`src/rtl/core/multi_channel_soft_timer_bank_defines.svh`:
```
`ifndef MULTI_CHANNEL_SOFT_TIMER_BANK_DEFINES_SVH
`define MULTI_CHANNEL_SOFT_TIMER_BANK_DEFINES_SVH

// check that a condition implies a consequence on the same edge
`define MCSTB_ASSERT_IMPL(lbl, ante, cons) \
    lbl: assert property (@(posedge aclk) disable iff (!aresetn) (ante) |-> (cons)) \
        else $error("mcstb implication violated");

// check that a condition never holds
`define MCSTB_ASSERT_NEVER(lbl, cond) \
    lbl: assert property (@(posedge aclk) disable iff (!aresetn) !(cond)) \
        else $error("mcstb forbidden condition");

`endif

```
`src/rtl/core/mcstb_pkg.sv`:
```
`timescale 1ns / 1ps
`default_nettype none
package mcstb_pkg;

    localparam int unsigned DEF_NUM_TIMERS = 8;
    localparam int unsigned IDX_W = 3;
    localparam int unsigned IDX_SPAN = 8;
    localparam int unsigned TICK_W = 24;
    localparam int unsigned CNT_W = 32;
    localparam int unsigned NUM_UNITS = 4;

    localparam logic [3:0] OP_TICK = 4'd0;
    localparam logic [3:0] OP_START = 4'd1;
    localparam logic [3:0] OP_INIT = 4'd2;
    localparam logic [3:0] OP_SET = 4'd3;
    localparam logic [3:0] OP_PAUSE = 4'd4;
    localparam logic [3:0] OP_PLAY = 4'd5;
    localparam logic [3:0] OP_READ = 4'd6;
    localparam logic [3:0] OP_READ_CLR = 4'd7;
    localparam logic [3:0] OP_RAISE = 4'd8;
    localparam logic [3:0] OP_CLEAR = 4'd9;
    localparam logic [3:0] OP_NOP = 4'hF;

    localparam logic [TICK_W-1:0] TICKS_RST_0 = 24'd8;
    localparam logic [TICK_W-1:0] TICKS_RST_1 = 24'd80;
    localparam logic [TICK_W-1:0] TICKS_RST_2 = 24'd800;
    localparam logic [TICK_W-1:0] TICKS_RST_3 = 24'd8000;

    typedef struct packed {
        logic             valid;
        logic [3:0]       op;
        logic [IDX_W-1:0] idx;
        logic [CNT_W-1:0] cnt;
        logic [CNT_W-1:0] rel;
        logic [1:0]       unit;
        logic             up;
        logic             once;
        logic             hit;
        logic [CNT_W-1:0] rd_cnt;
        logic [1:0]       rd_unit;
        logic             rd_up;
        logic             flag;
    } token_t;

endpackage
`default_nettype wire

```
`src/rtl/core/mcstb_cell.sv`:
```
`timescale 1ns / 1ps
`default_nettype none
module mcstb_cell #(
    parameter int unsigned CELL_ID = 0
) (
    input  wire                  aclk,
    input  wire                  aresetn,
    input  mcstb_pkg::token_t    tok_in,
    output mcstb_pkg::token_t    tok_out
);
    import mcstb_pkg::*;

    logic [CNT_W-1:0] cnt_reg, cnt_next;
    logic [CNT_W-1:0] rel_reg, rel_next;
    logic [1:0]       unit_reg, unit_next;
    logic             up_reg, up_next;
    logic             once_reg, once_next;
    logic             run_reg, run_next;
    logic             flag_reg, flag_next;
    token_t           tok_reg, tok_next;
    logic             match;

    assign match = (CELL_ID < IDX_SPAN) && (tok_in.idx == IDX_W'(CELL_ID));
    assign tok_out = tok_reg;

    always_comb begin
        cnt_next = cnt_reg;
        rel_next = rel_reg;
        unit_next = unit_reg;
        up_next = up_reg;
        once_next = once_reg;
        run_next = run_reg;
        flag_next = flag_reg;
        tok_next = tok_in;
        if (tok_in.valid) begin
            if (tok_in.op == OP_TICK) begin
                if (run_reg) begin
                    if (up_reg && (cnt_reg < rel_reg)) begin
                        cnt_next = cnt_reg + 1'b1;
                    end else if (!up_reg && (cnt_reg != '0)) begin
                        cnt_next = cnt_reg - 1'b1;
                    end else begin
                        flag_next = 1'b1;
                        if (once_reg) begin
                            run_next = 1'b0;
                        end else begin
                            cnt_next = up_reg ? '0 : rel_reg;
                        end
                    end
                end
            end else if (match) begin
                case (tok_in.op) inside
                    OP_START, OP_INIT: begin
                        cnt_next = tok_in.cnt;
                        rel_next = tok_in.rel;
                        unit_next = tok_in.unit;
                        up_next = tok_in.up;
                        once_next = tok_in.once;
                        run_next = (tok_in.op == OP_START);
                        flag_next = 1'b0;
                    end
                    OP_SET: cnt_next = tok_in.cnt;
                    OP_PAUSE: run_next = 1'b0;
                    OP_PLAY: run_next = 1'b1;
                    OP_READ: begin
                        tok_next.hit = 1'b1;
                        tok_next.rd_cnt = cnt_reg;
                        tok_next.rd_unit = unit_reg;
                        tok_next.rd_up = up_reg;
                    end
                    OP_READ_CLR: begin
                        tok_next.flag = flag_reg;
                        flag_next = 1'b0;
                    end
                    OP_RAISE: flag_next = 1'b1;
                    OP_CLEAR: flag_next = 1'b0;
                    default: ;
                endcase
            end
        end
    end

    always_ff @(posedge aclk) begin
        if (!aresetn) begin
            cnt_reg <= '0;
            rel_reg <= '0;
            unit_reg <= '0;
            up_reg <= 1'b0;
            once_reg <= 1'b0;
            run_reg <= 1'b0;
            flag_reg <= 1'b0;
            tok_reg.valid <= 1'b0;
        end else begin
            cnt_reg <= cnt_next;
            rel_reg <= rel_next;
            unit_reg <= unit_next;
            up_reg <= up_next;
            once_reg <= once_next;
            run_reg <= run_next;
            flag_reg <= flag_next;
            tok_reg.valid <= tok_next.valid;
        end
        tok_reg.op <= tok_next.op;
        tok_reg.idx <= tok_next.idx;
        tok_reg.cnt <= tok_next.cnt;
        tok_reg.rel <= tok_next.rel;
        tok_reg.unit <= tok_next.unit;
        tok_reg.up <= tok_next.up;
        tok_reg.once <= tok_next.once;
        tok_reg.hit <= tok_next.hit;
        tok_reg.rd_cnt <= tok_next.rd_cnt;
        tok_reg.rd_unit <= tok_next.rd_unit;
        tok_reg.rd_up <= tok_next.rd_up;
        tok_reg.flag <= tok_next.flag;
    end

endmodule
`default_nettype wire

```
`config.mk`:
```
export PLATFORM = sky130hd
export DESIGN_NAME = mcstb_cell
export DESIGN_NICKNAME = d
export VERILOG_FILES = /design/src/rtl/core/multi_channel_soft_timer_bank_defines.svh /design/src/rtl/core/mcstb_pkg.sv /design/src/rtl/core/mcstb_cell.sv
export SDC_FILE = /design/constraint.sdc
export NUM_CORES = 1
export LEC_CHECK = 0
export ABC_AREA = 1
export CAP_MARGIN = 10
export CORE_MARGIN = 4
export CORE_UTILIZATION = 57
export CTS_CLUSTER_SIZE = 28
export DETAILED_ROUTE_END_ITERATION = 10
export DONT_BUFFER_PORTS = 1
export GPL_ROUTABILITY_DRIVEN = 0
export PLACE_DENSITY = 0.72
export SLEW_MARGIN = 20
export SYNTH_ARGS = -nofsm -noshare
export SYNTH_HDL_FRONTEND = slang
export SYNTH_SLANG_ARGS = --single-unit
```
`constraint.sdc`:
```
create_clock -name aclk -period 2.9 [get_ports aclk]
set_clock_uncertainty 0.15 [all_clocks]
set_input_delay 0.29 -clock aclk [delete_from_list [all_inputs] [get_ports aclk]]
set_output_delay 0.29 -clock aclk [all_outputs]
set_load 0.01 [all_outputs]
```
==> results.md <==
- Die height: 133.0 um
- Power Density: 563.8 nW/um^2
- Core Rows: 45
- WL final: 27.20 mm
- Ys Warns: 0
- Synth top cells by count: nand2_1, dfxtp_1, nor2_1
- Share of layout cells above drive strength 1: 0.06341
- DIE WIDTH: roughly 130 um
- Max Cap Violations: 0
- Hold violation total from the final report: 0
- Fin Setup TNS: 0 ns
- Root Driver: clkbuf_16
- Sequential-to-total area share from yosys stat: 0.4116
- Ranking of synthesized cells by area: dfxtp_1, nand2_1, nor2_1, nand3_1, o21ai_0
- Syn Area/Cell: 7.081 um^2
- Initial drt markers: roughly 940
- Post-detail-place hpwl: around 19 mm
- Via count: 8745
- Worst R2R Path Depth: 11
- WS Path Type: flip-flop to flip-flop
- CTS tree: done
- Clock sink count: 183
- Area delta synth->final: 22.15%
- Synth top area share: 0.4116
- Synthesized instance count: 1257
- Fin. max-slew vios: 0
- Fin crit share: 0.9309
- Ys flop type: dfxtp_1
- Relative slew margins: 0.5479
- Vias/cell: 5.524
- H-tree levels: 4
- CTS Buf Count: 17
- Cell area after synthesis: about 8900 um^2
- FF+latch count, synth: 183
- # resized after CTS: 0
- Final Core Density: 0.7126
- Peak Freq: 0.3704 GHz
- Crit path required time: 3.09 ns
- Status: complete, no violations
- Hold crit path type: primary input to flip-flop
- Crit. End Element: flip-flop
- RSZ-0062 raised after global routing: no
- Clock Latency Late Sink: between 0.4 and 0.5 ns
- Post-DP Area: 9076 um^2
- Die area: 17680 um^2
- Wirelength per Cell: 17.18 um
- Global-route usage over all layers: 0.3076
- Yosys top cell by area: dfxtp_1
- Buffers on Ports: 0
- Crit start category: flip-flop
- Number of global-route vias before repair: about 8500
- Fraction of registers with async set/reset: 0
- Max FFs per register: 113
- Antenna-violating nets left: 0
- VDD IR-drop max: around 0.42 mV
- Distinct cells, synth: 41
- DRC: 0
- Clock buffer depth: 2
- I/O pin total: 228
- Largest net degree at the start of global routing: 70
- Clock transition at path regs: 0.07 ns
- Most frequent cell after synthesis: nand2_1
- Gr ovfl total: 0
- Hold path cells: 4
- Worst-Margin Slew: 0.6781 ns
- Diodes inserted: 0
- Final worst path period need: approximately 2.7 ns
- Critical path arrival: 2.89 ns
- Post-synth EDFFs: 0
- Final setup viols: 0
- Syn Nets: 1406
- Post-route cell area: 10870 um^2
- Worst-path maximum fanout: 7
- Leakage: about 4.9 nW
- Placeable Area: 15260 um^2
- Global-route wire length before repair: 43.92 mm
- Initial antenna violation count: 0
- Initial Utilization: 0.5834
- Nets: roughly 1500
- First drt pass iteration count: 6
==> critical path: stages, from the launching register on <==
cell and delay, ns:
dfxtp_1 0.51, clkinv_1 0.40, nor3_1 0.59, nand4_1 0.24, nor2_1 0.19, nand2_1 0.06
nand2_1 0.07, nand4_1 0.09, nand3_1 0.12, nand2_1 0.05, nor2_1 0.08, nor2_1 0.04
==> kinds of logic after synthesis <==
| logic type | after synthesis | synth area share |
|---|---|---|
| flops | 183 | 0.4116 |
| xor+xnor | 44 | 0.04329 |
| compound gates | 163 | 0.09671 |
| buf+inv | 167 | 0.07914 |
| mux | 3 | 0.003655 |
| fa+ha+maj | 34 | 0.04779 |
| simple gates | 663 | 0.3178 |
==> cells in the final DEF (no fill, tap or decap), types with 6 or more instances in the layout <==
cell	count
nand2_1	320
dfxtp_1	183
nor2_1	166
dlygate4sd3_1	114
nand3_1	109
inv_1	106
o21ai_0	89
a21oi_1	55
xor2_1	42
ha_1	34
buf_4	24
nand4_1	22
nor3_1	21
clkbuf_16	17
o21bai_1	9
nor2_2	6
==> where the power goes <==
part | total (W) | internal, W | switching (W) | leakage, nW
Sequential | 0.00271 | 0.00261 | 0.0000948 | 1.52
Combinational | 0.000954 | 0.000386 | 0.000568 | 3.12
Clock | 0.00247 | 0.00141 | 0.00106 | 0.307
Total | 0.00613 | 0.00440 | 0.00173 | 4.95
==> stage by stage <==
step | hold slack, ns | setup WS, ns | std cells | total power [W]
after global routing | 0.02596 | 0.04590 | 1583 | 0.006386
final | 0.01337 | 0.2004 | 1583 | 0.006130
after global placement | 0.1678 | 0.3447 | 1436 | 0.003537
after floorplan | 0.1677 | 0.7864 | 1257 | 0.003355
after CTS | 0.008766 | 0.3600 | 1583 | 0.006142
after detailed placement | 0.1678 | 0.3779 | 1436 | 0.003537
==> what timing repair did <==
action,in CTS,in global routing
hold buffers,115,0
buffers inserted,0,0
hold endpoints to repair,183,0
==> final timing paths <==
check / from / endpoint / slack (ns)
worst max-delay path: cnt_reg[16] / cnt_reg[30] / 0.20
worst max register to register: cnt_reg[16] / cnt_reg[30] / 0.20
worst min register to register: once_reg / once_reg / 0.32
worst min-delay path: tok_in[110] / tok_out[0] / 0.01
==> final cells by class <==
cell class	instances	area, um^2
fillers	1236	4385
well taps	211	264.0
clock inverters	14	188.9
flip-flops and latches	183	3664
multi-input cells	907	4536
inverters	110	412.9
clock buffers	18	439.2
repair buffers	140	1369
==> metal layers <==
| layer | part of all wire | track usage | wire [um] | up-vias |
|---|---|---|---|---|
| li1 | - | - | - | 4251 |
| met1 | 0.42 | 0.3961 | 11330 | 3934 |
| met2 | 0.45 | 0.4896 | 12180 | 481 |
| met4 | 0.035 | 0.1316 | 955 | 0 |
| met5 | 0 | 0 | 0 | - |
| met3 | 0.10 | 0.07909 | 2734 | 79 |
Power figures use the tool's default switching activity.
