===== src/rtl/core/multi_channel_soft_timer_bank_defines.svh =====
`ifndef MULTI_CHANNEL_SOFT_TIMER_BANK_DEFINES_SVH
`define MULTI_CHANNEL_SOFT_TIMER_BANK_DEFINES_SVH

// check that a condition implies a consequence on the same edge
`define MCSTB_ASSERT_IMPL(lbl, ante, cons) \
    lbl: assert property (@(posedge aclk) disable iff (!aresetn) (ante) |-> (cons)) \
        else $error("mcstb implication violated");

// check that a condition never holds
`define MCSTB_ASSERT_NEVER(lbl, cond) \
    lbl: assert property (@(posedge aclk) disable iff (!aresetn) !(cond)) \
        else $error("mcstb forbidden condition");

`endif


===== src/rtl/core/mcstb_pkg.sv =====
`timescale 1ns / 1ps
`default_nettype none
package mcstb_pkg;

    localparam int unsigned DEF_NUM_TIMERS = 8;
    localparam int unsigned IDX_W = 3;
    localparam int unsigned IDX_SPAN = 8;
    localparam int unsigned TICK_W = 24;
    localparam int unsigned CNT_W = 32;
    localparam int unsigned NUM_UNITS = 4;

    localparam logic [3:0] OP_TICK = 4'd0;
    localparam logic [3:0] OP_START = 4'd1;
    localparam logic [3:0] OP_INIT = 4'd2;
    localparam logic [3:0] OP_SET = 4'd3;
    localparam logic [3:0] OP_PAUSE = 4'd4;
    localparam logic [3:0] OP_PLAY = 4'd5;
    localparam logic [3:0] OP_READ = 4'd6;
    localparam logic [3:0] OP_READ_CLR = 4'd7;
    localparam logic [3:0] OP_RAISE = 4'd8;
    localparam logic [3:0] OP_CLEAR = 4'd9;
    localparam logic [3:0] OP_NOP = 4'hF;

    localparam logic [TICK_W-1:0] TICKS_RST_0 = 24'd8;
    localparam logic [TICK_W-1:0] TICKS_RST_1 = 24'd80;
    localparam logic [TICK_W-1:0] TICKS_RST_2 = 24'd800;
    localparam logic [TICK_W-1:0] TICKS_RST_3 = 24'd8000;

    typedef struct packed {
        logic             valid;
        logic [3:0]       op;
        logic [IDX_W-1:0] idx;
        logic [CNT_W-1:0] cnt;
        logic [CNT_W-1:0] rel;
        logic [1:0]       unit;
        logic             up;
        logic             once;
        logic             hit;
        logic [CNT_W-1:0] rd_cnt;
        logic [1:0]       rd_unit;
        logic             rd_up;
        logic             flag;
    } token_t;

endpackage
`default_nettype wire


===== src/rtl/core/mcstb_div.sv =====
`timescale 1ns / 1ps
`default_nettype none
module mcstb_div (
    input  wire                               aclk,
    input  wire                               aresetn,
    input  wire                               start,
    input  wire  [mcstb_pkg::CNT_W-1:0]       dividend,
    input  wire  [mcstb_pkg::TICK_W-1:0]      divisor,
    output logic                              done,
    output logic [mcstb_pkg::CNT_W-1:0]       quotient
);
    import mcstb_pkg::*;

    logic [CNT_W-1:0]  acc_reg, acc_next;
    logic [CNT_W-1:0]  rem_reg, rem_next;
    logic [TICK_W-1:0] den_reg, den_next;
    logic [4:0]        step_reg, step_next;
    logic              busy_reg, busy_next;
    logic              done_reg, done_next;
    logic [CNT_W:0]    trial;

    assign trial = {rem_reg, acc_reg[CNT_W-1]} - (CNT_W+1)'(den_reg);
    assign done = done_reg;
    assign quotient = acc_reg;

    always_comb begin
        acc_next = acc_reg;
        rem_next = rem_reg;
        den_next = den_reg;
        step_next = step_reg;
        busy_next = busy_reg;
        done_next = 1'b0;
        if (start) begin
            acc_next = dividend;
            rem_next = '0;
            den_next = divisor;
            step_next = '1;
            busy_next = 1'b1;
        end else if (busy_reg) begin
            if (!trial[CNT_W]) begin
                rem_next = trial[CNT_W-1:0];
                acc_next = {acc_reg[CNT_W-2:0], 1'b1};
            end else begin
                rem_next = {rem_reg[CNT_W-2:0], acc_reg[CNT_W-1]};
                acc_next = {acc_reg[CNT_W-2:0], 1'b0};
            end
            step_next = step_reg - 1'b1;
            if (step_reg == '0) begin
                busy_next = 1'b0;
                done_next = 1'b1;
            end
        end
    end

    always_ff @(posedge aclk) begin
        if (!aresetn) begin
            busy_reg <= 1'b0;
            done_reg <= 1'b0;
        end else begin
            busy_reg <= busy_next;
            done_reg <= done_next;
        end
        acc_reg <= acc_next;
        rem_reg <= rem_next;
        den_reg <= den_next;
        step_reg <= step_next;
    end

endmodule
`default_nettype wire


===== config.mk =====
export PLATFORM = sky130hd
export DESIGN_NAME = mcstb_div
export DESIGN_NICKNAME = d
export VERILOG_FILES = /design/src/rtl/core/multi_channel_soft_timer_bank_defines.svh /design/src/rtl/core/mcstb_pkg.sv /design/src/rtl/core/mcstb_div.sv
export SDC_FILE = /design/constraint.sdc
export NUM_CORES = 1
export LEC_CHECK = 0
export ABC_CLOCK_PERIOD_IN_PS = 2800
export BUFFER_PORTS_ARGS = -buffer_cell sky130_fd_sc_hd__buf_2
export CAP_MARGIN = 30
export CORE_ASPECT_RATIO = 0.7
export CORE_MARGIN = 2
export CORE_UTILIZATION = 35
export CTS_CLUSTER_DIAMETER = 30
export DETAILED_ROUTE_END_ITERATION = 10
export MAX_ROUTING_LAYER = met4
export PLACE_DENSITY = 0.53
export SYNTH_ARGS = -nofsm -noshare
export SYNTH_HDL_FRONTEND = slang
export SYNTH_SLANG_ARGS = --single-unit
export TNS_END_PERCENT = 30

===== constraint.sdc =====
create_clock -name aclk -period 2.8 [get_ports aclk]
set_clock_uncertainty 0.15 [all_clocks]
set_input_delay 0.14 -clock aclk [delete_from_list [all_inputs] [get_ports aclk]]
set_output_delay 0.14 -clock aclk [all_outputs]
set_load 0.005 [all_outputs]

==> summary.md <==
Subtracting the final worst setup slack from the clock period gives 2960 ps. Setup violations remaining at the end of the flow were counted as 32. The run gives 760 as the layout net count.

Relative to the synthesized area, the layout overhead comes to 35.3%. The cell area that synthesis handed to floorplanning was 5340 um2. For this design the static power due to leakage is 3.10 nW.

sky130_fd_sc_hd__edfxtp_1 takes more of the synthesized area than any other cell. The initialized floorplan defines 37 standard-cell rows. The worst setup path is of the flip-flop to flip-flop kind. Setup repair after global routing could not meet its margin everywhere. The run gives 0 as the count of antenna diodes in the layout. The number of antenna violations at the first check in global routing is 0.

In the post-synthesis netlist, the biggest area contributors are sky130_fd_sc_hd__edfxtp_1, sky130_fd_sc_hd__dfxtp_1, sky130_fd_sc_hd__mux2_2, sky130_fd_sc_hd__ha_1, sky130_fd_sc_hd__xnor2_1. The tools report the largest vdd supply drop as 0.362 mV. Cells fill 48.8% of the core in the end. The commonest cells after synthesis are sky130_fd_sc_hd__edfxtp_1, sky130_fd_sc_hd__dfxtp_1, sky130_fd_sc_hd__nor2_1. Data arrives at the worst endpoint at 3070 ps. The total global-route track usage was 16.9%; the fraction of final layout cells sized beyond drive strength 1 was 30.9%. Across all register-to-register paths, the minimum setup slack is -160 ps.

For this run, the register share of the synthesized area comes to 46.1%. STA classifies the critical path startpoint as a flip-flop. TritonCTS built the clock tree. The maximum fanout along the worst path was 14; the CTS sink count was 95. After detailed routing, the number of remaining DRC violations is 0.

For this run, the top clock speed supported by timing is 337 MHz. Among all flip-flop cells after synthesis, the most frequent one is sky130_fd_sc_hd__edfxtp_1. The number of I/O port buffers works out to 91.

The run gives 9 as the number of buffers inserted during clock tree synthesis. The transition at the pin with the smallest max-transition slack was 720 ps. The count of flip-flops with a built-in enable after synthesis works out to 56. Number of nets with antenna violations after detailed routing: 0. The count of pins over their slew limit is 0. The worst setup path is captured at a flip-flop.

The first global-routing pass estimated 21300 um of wire. Fill cells in the final layout number 1386. The wire-length estimate of the detail-placed layout is 9120 um. Clock-pin slew was measured on the worst setup and hold paths at 80 ps.

The via count of the first global-routing pass was 4495. For the final setup slack of the worst path, the log shows -163 ps. The instance count along the most critical hold path was 1; the final hold violation count was 0.

Reg-to-reg startpoint: quotient[31]. The area share of the largest cell type after synthesis was 31.5%; the first-pass detailed-route iteration total was 4. The tools report the buffer cell driving the clock tree root as sky130_fd_sc_hd__clkbuf_16. Area of the core region: 14800 um2. Routability-driven placement finished with a final weighted congestion of 0.863.

Number of vias per cell after detailed routing: 4.83. For the worst flop-to-flop path, the logic depth is 13. For the pin count of the biggest net entering global routing, the log shows 41. The post-synthesis async set-or-reset flop share was 0%. The tools report the capture endpoint of the worst hold path as den_reg[23].

The die covers 16300 um2. The total via count after detailed routing is 4220, and the worst setup slack after placement is -206 ps. The H-tree was split into 3 levels.

The endpoint identified for the worst register-to-register timing path is rem_reg[14]. The number of distinct library cells after synthesis is 69, and the number of warning messages in the yosys log is 0. Counting every instance in the synthesized netlist gives 495. The residual overflow from global routing was 0; the areal power density over the cells was 630 nW/um2.

The type of the worst min-delay path was input pin to flip-flop. In this run the count of I/O pins placed on the die edge is 92. For the worst-skew pair, the clock arrives at the later sink with an insertion delay of 350 ps. The logs give 2910 ps for the required time at the worst-slack endpoint and 152 ps for the worst hold slack.

The final routed wire length divided by cell count came out at 14.4 um. Among all cell types in the netlist, the one instantiated most often is sky130_fd_sc_hd__edfxtp_1. Max-cap violations in this run came to 0.

The detailed router finished its first iteration with 237 violations. The floorplan step set the die height to 107 um. The startpoint identified for the worst hold timing path is start.

The checks that failed: setup timing. From left edge to right edge, the die measures 152 um. Wires add up to 12600 um. The average instance in the mapped netlist occupies 10.8 um2. The run finished, with violations left. The longest clock path from root to sink contains 2 buffers. The initial cell density of the core was 36.1%. In the finished design, the share of the clock period the worst path needs comes to 106%. The register bit total from synthesis was 95; the post-synth net total was 581. The worst pin sits at a relative slew slack of 52.0%.
==> through the flow <==
stage | cells | area [um2] | total power, W | TNS, ps
after CTS | 873 | 7210 | 0.00460 | -4410
after global placement | 796 | 6270 | 0.00321 | -1860
after global routing | 874 | 7230 | 0.00484 | -8370
final | 874 | 7230 | 0.00455 | -3280
after detailed placement | 796 | 6270 | 0.00322 | -4940
after floorplan | 495 | 5380 | 0.00279 | -599
==> what timing repair did <==
item | CTS | global route
resized for setup | 8 | 2
pin swaps | 14 | 8
buffers inserted | 4 | 1
hold buffers | 57 | 0
endpoints found under the setup margin | 32 | 32
endpoints found under the hold margin | 58 | 0
==> critical path, stage by stage, from the launching register on <==
cell	delay, ps
sky130_fd_sc_hd__edfxtp_1	420
sky130_fd_sc_hd__inv_2	100
sky130_fd_sc_hd__ha_4	140
sky130_fd_sc_hd__fa_2	220
sky130_fd_sc_hd__nor2b_4	50
sky130_fd_sc_hd__o31ai_4	280
sky130_fd_sc_hd__a21boi_2	110
sky130_fd_sc_hd__o21a_4	220
sky130_fd_sc_hd__o21ai_4	220
sky130_fd_sc_hd__and4_4	340
sky130_fd_sc_hd__nor2_8	70
sky130_fd_sc_hd__buf_12	170
sky130_fd_sc_hd__mux2i_1	130
sky130_fd_sc_hd__a211oi_1	230
==> cells by family (layout without fill, tap and decap cells) <==
logic type	count (synthesis)	count (layout)	share of synthesized area, %
AO/OA/AOI/OAI	107	107	14.5
AND/OR/NAND/NOR	127	127	12.6
flip-flops	95	95	46.1
multiplexers	54	54	11.0
XOR/XNOR	31	31	5.08
adder cells (fa/ha/maj)	27	27	6.46
buffers and inverters	54	238	4.33
==> where the power goes <==
group / internal [W] / switching (W)
Clock: 0.000639 / 0.000613
Combinational: 0.000801 / 0.000760
Sequential: 0.00164 / 0.0000993
Total: 0.00308 / 0.00147
==> metal layers <==
metal	part of all wire, %	GRT usage, %
met5	0	-
met4	1.0	3.31
met3	3.3	3.60
met2	44	26.2
met1	51	22.9
==> area by class of cell <==
class | count | area (um2) | area share (%)
clock inverter | 7 | 81.3 | 1.12
multi-input combinational | 346 | 2730 | 37.7
timing repair buffer | 187 | 1360 | 18.8
tap | 195 | 244 | 3.37
inverter | 35 | 131 | 1.82
sequential | 95 | 2460 | 34.0
clock buffer | 9 | 225 | 3.11
==> worst max path at each step <==
stage	from	endpoint	cells past startpoint
4_1_cts	quotient[31]	rem_reg[15]	13
6_report	quotient[31]	rem_reg[14]	13
3_3_place_gp	quotient[31]	rem_reg[29]	12
3_5_place_dp	quotient[31]	rem_reg[18]	13
2_1_floorplan	quotient[31]	rem_reg[0]	13
5_1_grt	quotient[31]	rem_reg[29]	12
==> placed cells by master (no fill, tap or decap), drive strengths merged, types with 24 or more instances in the layout <==
cell         synthesis  routed
buf                  4     130
dlygate4sd3          0      57
edfxtp              56      56
nor2                40      40
dfxtp               39      39
inv                 34      38
nand2               35      35
mux2                33      33
ha                  26      26
xnor2               25      25
a21oi               24      24
No activity file was read; power rests on OpenSTA's default activity.
